## config.mk

```make
export PLATFORM = sky130hd
export DESIGN_NAME = sod_isqrt
export DESIGN_NICKNAME = d
export VERILOG_FILES = /design/src/sv/sod_pkg.sv /design/src/sv/sod_isqrt.sv
export SDC_FILE = /design/constraint.sdc
export NUM_CORES = 1
export LEC_CHECK = 0
export ABC_AREA = 1
export BUFFER_PORTS_ARGS = -buffer_cell sky130_fd_sc_hd__clkbuf_2
export CORE_MARGIN = 10
export CORE_UTILIZATION = 55
export DETAILED_ROUTE_END_ITERATION = 10
export PLACE_DENSITY_LB_ADDON = 0.08
export SYNTH_ARGS = -nofsm -noshare
export SYNTH_HDL_FRONTEND = slang
export SYNTH_SLANG_ARGS = --single-unit
```

## constraint.sdc

```tcl
create_clock -name clk -period 6.9 [get_ports clk]
set_input_delay 0.69 -clock clk [delete_from_list [all_inputs] [get_ports clk]]
set_output_delay 0.69 -clock clk [all_outputs]
set_load 0.005 [all_outputs]
```

## src/sv/sod_pkg.sv

```systemverilog
// ----------------------------------------------------------------------------
// sod_pkg: shared types and constants for the segment offset densifier
// Beat structs, sequencer states, outcome codes and register indexes.
// ----------------------------------------------------------------------------
package sod_pkg;

	typedef struct packed {
		logic signed [31:0] start_x;
		logic signed [31:0] start_y;
		logic signed [31:0] end_x;
		logic signed [31:0] end_y;
	} sod_in_t;

	typedef struct packed {
		logic signed [31:0] point_x;
		logic signed [31:0] point_y;
		logic [1:0]         outcome;
		logic               last_point;
	} sod_out_t;

	localparam logic [1:0] OUT_NORMAL = 2'd0;
	localparam logic [1:0] OUT_NONE   = 2'd1;
	localparam logic [1:0] OUT_CAPPED = 2'd2;

	localparam logic REG_OFFSET = 1'b0;
	localparam logic REG_MINLEN = 1'b1;

	typedef enum logic [3:0] {
		ST_IDLE,
		ST_SQRT,
		ST_CHECK,
		ST_OFFX_MUL,
		ST_OFFX_DIV,
		ST_OFFY_MUL,
		ST_OFFY_DIV,
		ST_CNT_DIV,
		ST_STEPX_DIV,
		ST_STEPY_DIV,
		ST_EMIT,
		ST_NONE
	} sod_state_t;

	// Divider request
	typedef struct packed {
		logic        start;
		logic [65:0] num;
		logic [63:0] den;
	} sod_div_req_t;

	typedef struct packed {
		logic        done;
		logic [65:0] quo;
	} sod_div_rsp_t;

endpackage

```

## src/sv/sod_isqrt.sv

```systemverilog
// ----------------------------------------------------------------------------
// sod_isqrt: digit-by-digit integer square root
// Floor root of a 66-bit value, one result bit per cycle.
// ----------------------------------------------------------------------------
module sod_isqrt
	import sod_pkg::*;
(
	input  logic        clk,
	input  logic        arst_n,
	input  logic        start,
	input  logic [65:0] radicand,
	output logic        done,
	output logic [32:0] root
);

	logic [65:0] val_q;
	logic [35:0] rem_q;
	logic [32:0] root_q;
	logic [5:0]  cnt_q;
	logic        busy_q;
	logic        done_q;

	logic [35:0] rem_sh;
	logic [35:0] trial;

	// Bring down two radicand bits, test (4*root+1)
	assign rem_sh = {rem_q[33:0], val_q[65:64]};
	assign trial  = rem_sh - {1'b0, root_q, 2'b01};

	always_ff @(posedge clk or negedge arst_n) begin
		if (!arst_n) begin
			busy_q <= 1'b0;
			done_q <= 1'b0;
			cnt_q  <= '0;
		end else begin
			done_q <= 1'b0;
			if (start) begin
				busy_q <= 1'b1;
				cnt_q  <= 6'd33;
			end else if (busy_q) begin
				cnt_q <= cnt_q - 6'd1;
				if (cnt_q == 6'd1) begin
					busy_q <= 1'b0;
					done_q <= 1'b1;
				end
			end
		end
	end

	always_ff @(posedge clk) begin
		if (start) begin
			val_q  <= radicand;
			rem_q  <= '0;
			root_q <= '0;
		end else if (busy_q) begin
			val_q <= {val_q[63:0], 2'b00};
			if (!trial[35]) begin
				rem_q  <= trial;
				root_q <= {root_q[31:0], 1'b1};
			end else begin
				rem_q  <= rem_sh;
				root_q <= {root_q[31:0], 1'b0};
			end
		end
	end

	assign done = done_q;
	assign root = root_q;

endmodule

```

==> results.sh <==
export IMPL_routedWlPerCell_um=13.5
export IMPL_wl_mm=19.9
export IMPL_grt_use_met3_pct=6.20
export IMPL_start_kind="register"
export IMPL_crit_chain="inv_1 -> ha_1 -> a21oi_1 -> o21ai_1 -> inv_1 -> nand2_2 -> a21oi_4 -> nand3_2 -> nand2_4 -> nand2_1 -> nand2_1 -> nand2_1 -> nand2_1"
export IMPL_route_detailed_drc=0
export IMPL_gp_congestion=0.949
export IMPL_synth_area_um2=8400
export IMPL_core_area_um2=15100
export IMPL_cp_common_cell="nand2_1"
export IMPL_leakagePower_uw=0.00507
export IMPL_placement_io_buffers=102
export IMPL_grt_max_degree=71
export IMPL_final_hold_violation_count=0
export IMPL_synth_seq_cells=141
export IMPL_cp_slowest_cell="ha_1"
export IMPL_outcome="complete, no violations"
export IMPL_clkLatencyLatePin_ns=0.43
export IMPL_final_common_cell="nand2_1"
export IMPL_start_util_pct=55.7
export IMPL_io_pins=103
export IMPL_hold_class="input port to asynchronous set/reset pin"
export IMPL_grt_overflow_total=0
export IMPL_track_usage_pct=20.0
export IMPL_power_density_nw_per_um2=451
export IMPL_yosys_top_cells_area="edfxtp_1 24%, nand2_1 23%, dfxtp_1 16%, inv_1 7.1%, ha_1 5.4%"
export IMPL_rows=45
export IMPL_synth_distinct_cells=41
export IMPL_cts_hold_buffers=0
export IMPL_critPathKind="register to register"
export IMPL_drv_cap=0
export IMPL_drv_slew=0
export IMPL_synth_top_area_cell="edfxtp_1"
export IMPL_antenna_found_initial=0
export IMPL_required_ns=7.27
export IMPL_cpPeakStageDelay_ns=0.35
export IMPL_fin_skew_ns=0.0102
export IMPL_area_growth_syn_to_layout_pct=13.7
export IMPL_cts_max_level=4
export IMPL_cts_setup_buffers=0
export IMPL_routed_via_density=4.98
export IMPL_grt_pass1_wl_mm=33.5
export IMPL_dr_total_vias=7341
export IMPL_fin_crit_sh_pct=36.8
export IMPL_multi_input_area_um2=4060
export IMPL_grt_pass1_vias=7118
export IMPL_setup_tns_final_ns=0
export IMPL_busiest_layer="met2"
export IMPL_final_cell_mix="524 x nand2_1, 160 x inv_1, 102 x clkbuf_2"
export IMPL_dieHeight_um=144
export IMPL_utilization_pct=63.3
export IMPL_layout_setup_ws_ns=4.36
export IMPL_hpwlAfterDp_mm=14.7
export IMPL_final_seq_area_um2=3520
export IMPL_worstMarginPinSlew_ns=1.19
export IMPL_clockRootBuffer="clkbuf_16"
export IMPL_rsz0062_at_grt="false"
export IMPL_crit_fanout=34
export IMPL_synth_top_cell_area_share_pct=23.6
export IMPL_clk_pin_slew_worst_paths_ns=0.07
export IMPL_place_ws_ns=3.93
export IMPL_nFillCells=1453
export IMPL_met2_usage_pct=32.9
export IMPL_vdd_drop_max_mv=0.233
export IMPL_numCtsBuffers=17
export IMPL_nNetsFinal=1377
export IMPL_antenna_cells=0
export IMPL_fmax_mhz=393
export IMPL_dieArea_um2=20600
export IMPL_syn_instance_count=1180
export IMPL_postRouteAntennaNets=0
export IMPL_slew_limit_headroom_pct=20.8
export IMPL_finalSetupViolations=0
export IMPL_use_met1_pct=24.4
export IMPL_cp_end_kind="register"
export IMPL_syn_nets=1285
export IMPL_crit_arrival_ns=2.91
export IMPL_syn_avg_cell_area_um2=7.12
export IMPL_drt_iter0_markers=415
export IMPL_die_width_um=144
export IMPL_cts_buffer_depth=2
export IMPL_cts_sinks=141
export IMPL_drive_above_1_share_pct=14.9
export IMPL_first_pass_iters=6
export IMPL_min_period_ns=2.54
export IMPL_yosys_warnings=0
export IMPL_cts_tree="built"
export IMPL_seq_area_frac_synth_pct=41.9
export IMPL_cts_repair_resized=0
-- critical path, delay by kind of cell, from the launching register on --
family | cells | cell delay, ns
adder cells (fa/ha/maj) | 1 | 0.35
AO/OA/AOI/OAI | 3 | 0.60
buffers and inverters | 2 | 0.16
AND/OR/NAND/NOR | 7 | 1.03
flip-flops | 1 | 0.34
-- cell type report --
class / instances / share of cell area (%)
repair buffers: 106 / 5.66
clock buffers: 18 / 4.49
clock inverters: 14 / 1.43
inverters: 168 / 6.63
well taps: 188 / 2.46
multi-input cells: 838 / 42.4
flip-flops and latches: 141 / 36.9
-- worst paths after layout --
kind	start	end	slack, ns	cells after the start
setup reg to reg	root[22]$_SDFFE_PP0P_	rem_q[26]$_SDFFE_PP0P_	4.36	13
min in group clk	rem_q[32]$_SDFFE_PP0P_	rem_q[32]$_SDFFE_PP0P_	0.46	2
hold reg to reg	rem_q[32]$_SDFFE_PP0P_	rem_q[32]$_SDFFE_PP0P_	0.46	2
hold / removal	arst_n	cnt_q[4]$_DFFE_PN0P_	0.09	1
setup / recovery	root[22]$_SDFFE_PP0P_	rem_q[26]$_SDFFE_PP0P_	4.36	13
max in group asynchronous	arst_n	cnt_q[1]$_DFFE_PN0P_	6.63	1
-- metrics by stage --
step	hold WS (ns)	instances	area [um^2]	power (uW)
after CTS	0.0930	1473	9550	4320
after global routing	0.0937	1473	9550	4710
after global placement	0.444	1441	8990	3410
after detailed placement	0.458	1441	8990	3430
final	0.0916	1473	9550	4310
after floorplan	0.394	1180	8400	3020
-- flip-flops by register name, summed over array words and instances, names as in the netlist --
| register | cells |
|---|---|
| done | 1 |
| busy_q | 1 |
| cnt_q | 6 |
| val_q | 66 |
| rem_q | 34 |
| root | 33 |
-- kinds of logic after synthesis --
logic type      share of synthesized area, %
flops                                   41.9
buf+inv                                 9.89
fa+ha+maj                               5.36
compound gates                          6.94
xor+xnor                                2.08
simple gates                            33.8
-- Yosys cell counts, drive strengths merged --
library cell and n:
ha 36, nand3b 4, inv 167, edfxtp 66
dfxtp 67, o21ai 24, xor2 16, clkinv 1
and2 1, buf 15, o22ai 33, nor4 1
o21bai 5, nand4 10, clkbuf 17, nand2 556
nand3 47, xnor2 4, dlygate4sd1 1, a21oi 37
a21boi 1, nor3 6, dfrtp 8, nor2 57
-- power breakdown --
| part | switching (uW) | internal, uW |
|---|---|---|
| registers | 85.0 | 1030 |
| clock network | 381 | 502 |
| logic | 1540 | 771 |
-- metal layers --
metal | wire length, um | vias up
li1 | - | 3878
met1 | 9010 | 3260
met2 | 9290 | 172
met3 | 1230 | 31
met4 | 350 | 0
met5 | 0 | -
Note: power is estimated with default switching activity, not from simulation.
