File: config.mk
export PLATFORM = sky130hd
export DESIGN_NAME = sod_divider
export DESIGN_NICKNAME = d
export VERILOG_FILES = /design/src/sv/sod_pkg.sv /design/src/sv/sod_divider.sv
export SDC_FILE = /design/constraint.sdc
export NUM_CORES = 1
export LEC_CHECK = 0
export BUFFER_PORTS_ARGS = -buffer_cell sky130_fd_sc_hd__buf_2
export CORE_AREA = 2 2 226 228
export DETAILED_ROUTE_END_ITERATION = 12
export DIE_AREA = 0 0 228 230
export HOLD_SLACK_MARGIN = 0.15
export PLACE_DENSITY = 0.45
export SETUP_SLACK_MARGIN = 0.4
export SLEW_MARGIN = 20
export SYNTH_ARGS = -nofsm -noshare
export SYNTH_HDL_FRONTEND = slang
export SYNTH_SLANG_ARGS = --single-unit
File: constraint.sdc
create_clock -name clk -period 4.05 [get_ports clk]
set_clock_uncertainty 0.15 [all_clocks]
set_input_delay 0.81 -clock clk [delete_from_list [all_inputs] [get_ports clk]]
set_output_delay 0.81 -clock clk [all_outputs]
set_load 0.005 [all_outputs]
File: src/sv/sod_pkg.sv
// ----------------------------------------------------------------------------
// sod_pkg: shared types and constants for the segment offset densifier
// Beat structs, sequencer states, outcome codes and register indexes.
// ----------------------------------------------------------------------------
package sod_pkg;

	typedef struct packed {
		logic signed [31:0] start_x;
		logic signed [31:0] start_y;
		logic signed [31:0] end_x;
		logic signed [31:0] end_y;
	} sod_in_t;

	typedef struct packed {
		logic signed [31:0] point_x;
		logic signed [31:0] point_y;
		logic [1:0]         outcome;
		logic               last_point;
	} sod_out_t;

	localparam logic [1:0] OUT_NORMAL = 2'd0;
	localparam logic [1:0] OUT_NONE   = 2'd1;
	localparam logic [1:0] OUT_CAPPED = 2'd2;

	localparam logic REG_OFFSET = 1'b0;
	localparam logic REG_MINLEN = 1'b1;

	typedef enum logic [3:0] {
		ST_IDLE,
		ST_SQRT,
		ST_CHECK,
		ST_OFFX_MUL,
		ST_OFFX_DIV,
		ST_OFFY_MUL,
		ST_OFFY_DIV,
		ST_CNT_DIV,
		ST_STEPX_DIV,
		ST_STEPY_DIV,
		ST_EMIT,
		ST_NONE
	} sod_state_t;

	// Divider request
	typedef struct packed {
		logic        start;
		logic [65:0] num;
		logic [63:0] den;
	} sod_div_req_t;

	typedef struct packed {
		logic        done;
		logic [65:0] quo;
	} sod_div_rsp_t;

endpackage

File: src/sv/sod_divider.sv
// ----------------------------------------------------------------------------
// sod_divider: shared restoring divider
// Unsigned 66-bit by 64-bit division, one quotient bit per cycle.
// ----------------------------------------------------------------------------
module sod_divider
	import sod_pkg::*;
(
	input  logic         clk,
	input  logic         arst_n,
	input  sod_div_req_t req,
	output sod_div_rsp_t rsp
);

	logic [65:0] quo_q;
	logic [64:0] rem_q;
	logic [63:0] den_q;
	logic [6:0]  cnt_q;
	logic        busy_q;
	logic        done_q;

	logic [65:0] trial;

	// Shift one numerator bit into the partial remainder and try a subtract
	assign trial = {rem_q, quo_q[65]} - {2'b00, den_q};

	always_ff @(posedge clk or negedge arst_n) begin
		if (!arst_n) begin
			busy_q <= 1'b0;
			done_q <= 1'b0;
			cnt_q  <= '0;
		end else begin
			done_q <= 1'b0;
			if (req.start) begin
				busy_q <= 1'b1;
				cnt_q  <= 7'd66;
			end else if (busy_q) begin
				cnt_q <= cnt_q - 7'd1;
				if (cnt_q == 7'd1) begin
					busy_q <= 1'b0;
					done_q <= 1'b1;
				end
			end
		end
	end

	always_ff @(posedge clk) begin
		if (req.start) begin
			quo_q <= req.num;
			rem_q <= '0;
			den_q <= req.den;
		end else if (busy_q) begin
			if (!trial[65]) begin
				rem_q <= trial[64:0];
				quo_q <= {quo_q[64:0], 1'b1};
			end else begin
				rem_q <= {rem_q[63:0], quo_q[65]};
				quo_q <= {quo_q[64:0], 1'b0};
			end
		end
	end

	assign rsp.done = done_q;
	assign rsp.quo  = quo_q;

endmodule

==> summary.md <==
| Metric | Value |
|---|---|
| Clock Sinks | `204` |
| M1 GR Usage | `17.31%` |
| Row Count | `82` |
| Buffers and inverters on the worst path | `1` |
| Final wirelength | `36.28 mm` |
| Vias in the first global route | `10340` |
| Critical Path Sink | `rem_q[59]` |
| CTS max path bufs | `3` |
| Status | `finished, final reports clean` |
| Slew HR | `31.33%` |
| Final critical-path required period | `3552 ps` |
| Vias per inst | `4.685` |
| Fillcell total | `5354` |
| Reg2Reg Setup Slack | `500 ps` |
| Worst-Margin Slew | `1030 ps` |
| Power Total | `10.37 mW` |
| Cell area after synthesis | `0.01233 mm2` |
| Core ar. | `0.04986 mm2` |
| Vias post-DR | `10120` |
| Worst path slowest cell | `or3b_2` |
| Post-Synthesis Cells | `1274` |
| Critical path startpoint category | `flop` |
| Final setup viols | `0` |
| WL/cell | `16.80 um` |
| Initial antenna violation count | `8` |
| Int Pwr | `6.113 mW` |
| Synth unique cells | `77` |
| Worst EP required | `4370 ps` |
| Total grt overflow | `0` |
| Met2 Usage GRT | `22.65%` |
| Clock slew at reported path FFs | `60 ps` |
| H-tree Lvls | `1` |
| Initial DRC Count | `679` |
| Worst r2r dst | `rem_q[59]` |
| IO buf count | `199` |
| Synthesis Warnings | `0` |
| RSZ-0062 raised after global routing | `yes` |
| Register area | `0.005434 mm2` |
| Critical R2R Launch | `den_q[32]` |
| CTS tree | `built` |
| Largest net degree at the start of global routing | `98` |
| PD cells | `684.3 mW/mm2` |
| Worst-path maximum fanout | `7` |
| Pins over their slew limit | `0` |
| Number of synthesized flops with an enable pin | `130` |
| Clock latency on the worst-skew pair | `570 ps` |
| CP delay by family, top | `compound AO/OA/AOI/OAI gates` |
| Sequential group share of total power | `28.8%` |
| Final #Nets | `1664` |
| Simple-Gate Fraction of Synth Area | `14.56%` |
| Flops & latches, synth | `204` |
| Fin. Hold Viols | `0` |
| Remaining DRCs | `0` |
| Global-route wire length before repair | `57.45 mm` |
| Met3 Usage GRT | `3.819%` |
| Switching Share | `41.06%` |
| Routed Antenna Nets | `0` |
| Inserted Clock Buffers | `27` |
| Max-cap violations | `0` |
| Die Ht | `230 um` |
| Most Crowded Layer GR | `met2` |
| Sequential cell area fraction in the yosys report | `44.05%` |
| Worst EP arrival | `3880 ps` |
| CP Class | `flop to flop` |
| Initial Util | `24.72%` |
| Pleak | `6.296 nW` |
| TritonRoute pass-1 iters | `5` |
| Sw Pwr | `4.258 mW` |
| GRT Total Usage | `13.54%` |
| Peak VDD IR | `0.3048 mV` |
| Period utilization | `87.70%` |
| Largest family of logic cells by synthesized area | `compound AO/OA/AOI/OAI gates` |
| Mean post-synth cell area | `9.677 um2` |
| CP endpoint kind | `flop` |
| Die width | `228 um` |
| Final Wtd Congestion | `0.8509` |
| Combinational fraction of design power | `48.7%` |
| Crit path cell chain | `inv_1 > ha_1 > a21oi_1 > o21ai_0 > a221oi_1 > o31ai_1 > or3b_2 > o21ba_2 > a311oi_2 > xnor2_1 > nand2_1 > a311oi_1` |
| Worst Hold Class | `input port to flop` |
| Post-Synth XOR/XNOR Area | `4.476%` |
| Syn-to-layout area delta | `22.94%` |
| Syn nets | `1474` |
| Peak Freq | `0.2815 GHz` |
| Setup_tns | `0 ps` |
| Clock share of power | `22.5%` |
| Mux cell area share after synthesis | `6.100%` |
| Worst path depth | `12` |
| Ys flop type | `edfxtp_1` |
| Multi-input gate area | `0.006369 mm2` |
| Setup crit start | `den_q[32]` |
| Hpwl dp | `26.76 mm` |
| Async set or reset register ratio after synthesis | `4.412%` |
| Cells on worst reg2reg path | `12` |
| Layout cells sized above 1 | `26.46%` |
| Die area | `0.05244 mm2` |
| Post-Synth Adder-Cell Area | `6.861%` |
| CP peak stage delay | `480 ps` |
| IO Pins | `200` |
| Root Buffer Master | `clkbuf_16` |
| Synth Area in Compound Gates | `18.39%` |
## how the worst min path moves through the flow
stage / cells past startpoint / slack [ps] / end / startpoint
floorplan: 2 / 310 / rem_q[1] / rem_q[1]
global placement: 2 / 330 / rem_q[3] / rem_q[2]
CTS: 1 / 230 / den_q[58] / req[58]
finish: 1 / 270 / den_q[58] / req[58]
detailed placement: 2 / 340 / rem_q[7] / rem_q[7]
global route: 1 / 240 / den_q[48] / req[48]
## sequential cells by signal (all words and copies together), names as in the netlist
name	cells
quo_q	66
rem_q	65
den_q	64
cnt_q	7
busy_q	1
done_q	1
## cells in the mapped netlist (3+ instances only)
master	number	area [um2]
o21ai_1	3	15.01
o31ai_1	7	52.55
dfxtp_1	65	1301
and4_1	3	26.28
nand3_1	22	110.1
a31oi_1	13	81.33
o21a_1	8	60.06
mux2_2	65	732.0
o21bai_1	16	120.1
inv_1	87	326.6
nor3_1	12	60.06
nand2b_1	15	93.84
edfxtp_1	130	3904
and2_1	6	37.54
nand4_1	26	162.7
a32oi_1	4	35.03
nor2_1	110	412.9
a221oi_1	4	35.03
and3_1	3	18.77
a311oi_2	12	180.2
xor2_1	27	236.5
o211ai_1	11	82.58
a211oi_1	5	37.54
a21oi_1	88	440.4
nor4_1	5	31.28
o22ai_1	3	18.77
buf_4	3	22.52
buf_2	19	95.09
buf_6	6	67.56
buf_1	4	15.01
o21ai_0	49	245.2
a21boi_0	4	30.03
clkbuf_1	41	153.9
or3_1	3	18.77
a21o_1	33	247.7
or2_2	5	31.28
a311oi_1	39	341.6
nor2b_1	6	37.54
xnor2_1	36	315.3
ha_1	66	825.8
nand2_1	158	593.1
dfrtp_1	9	225.2
## cell type report
class                   count  area share [%]
inverters                  87           2.155
repair buffers            233           8.767
well taps                 672           5.548
clock inverters            19           1.048
flip-flops and latches    204           35.85
multi-input cells         911           42.02
diodes                      3         0.04953
clock buffers              31           4.557
## cells by family (layout without fill, tap and decap cells)
kind of cell    after synthesis  count (layout)
simple gates                390             392
mux                          67              67
fa+ha+maj                    67              67
other cells                   0               3
buf+inv                     161             370
compound gates              322             322
xor+xnor                     63              63
flops                       204             204
## layer usage
metal	up-vias	wire length, um
li1	5033	-
met1	4754	16490
met2	264	16720
met3	56	2237
met4	12	773
met5	-	60
## power by group through the flow
stage          clock network, mW  logic [mW]  registers (mW)
2_1_floorplan                  0        3.58            2.93
3_3_place_gp                   0        4.74            3.02
3_5_place_dp                   0        4.75            3.02
4_1_cts                     2.42        4.82            2.99
5_1_grt                     2.50        5.61            3.05
6_report                    2.33        5.05            2.99
## placed cells by master, fill, tap and decap left out, drive strengths merged, types with 7 or more instances in the layout
cell type and instances:
xor2 27, clkbuf 32, nand2b 15, o211ai 12, o31ai 7, dfrtp 9, nand3 22, inv 89
o21bai 16, buf 231, nor3 12, a21o 33, a31oi 13, a21oi 88, ha 66, clkinv 14
dfxtp 65, xnor2 36, a311oi 51, nor2 112, nand2 162, nand4 26, o21ai 52, o21a 8
nor4 7, mux2 65, edfxtp 130
## metrics by stage
stage / util, % / cells / setup slack (ps) / hold slack (ps) / instance area [um2]
4_1_cts: 29.89 / 2145 / 400.8 / 225.0 / 14910
3_5_place_dp: 28.10 / 2092 / 322.7 / 335.9 / 14010
3_3_place_gp: 28.10 / 2092 / 411.2 / 329.3 / 14010
5_1_grt: 30.39 / 2159 / 365.8 / 235.3 / 15150
2_1_floorplan: - / 1274 / 737.6 / 313.7 / 12330
6_report: 30.40 / 2160 / 498.0 / 266.1 / 15160
## repair_timing
| item | in CTS | in global routing |
|---|---|---|
| endpoints found under the hold margin | 9 | 0 |
| endpoints found under the setup margin | 18 | 61 |
| cloned | 1 | 1 |
| setup buffers | 1 | 11 |
| hold buffers | 1 | 0 |
| gates resized for setup | 5 | 28 |
| pin swaps | 2 | 11 |
(Power assumes the default switching activity.)
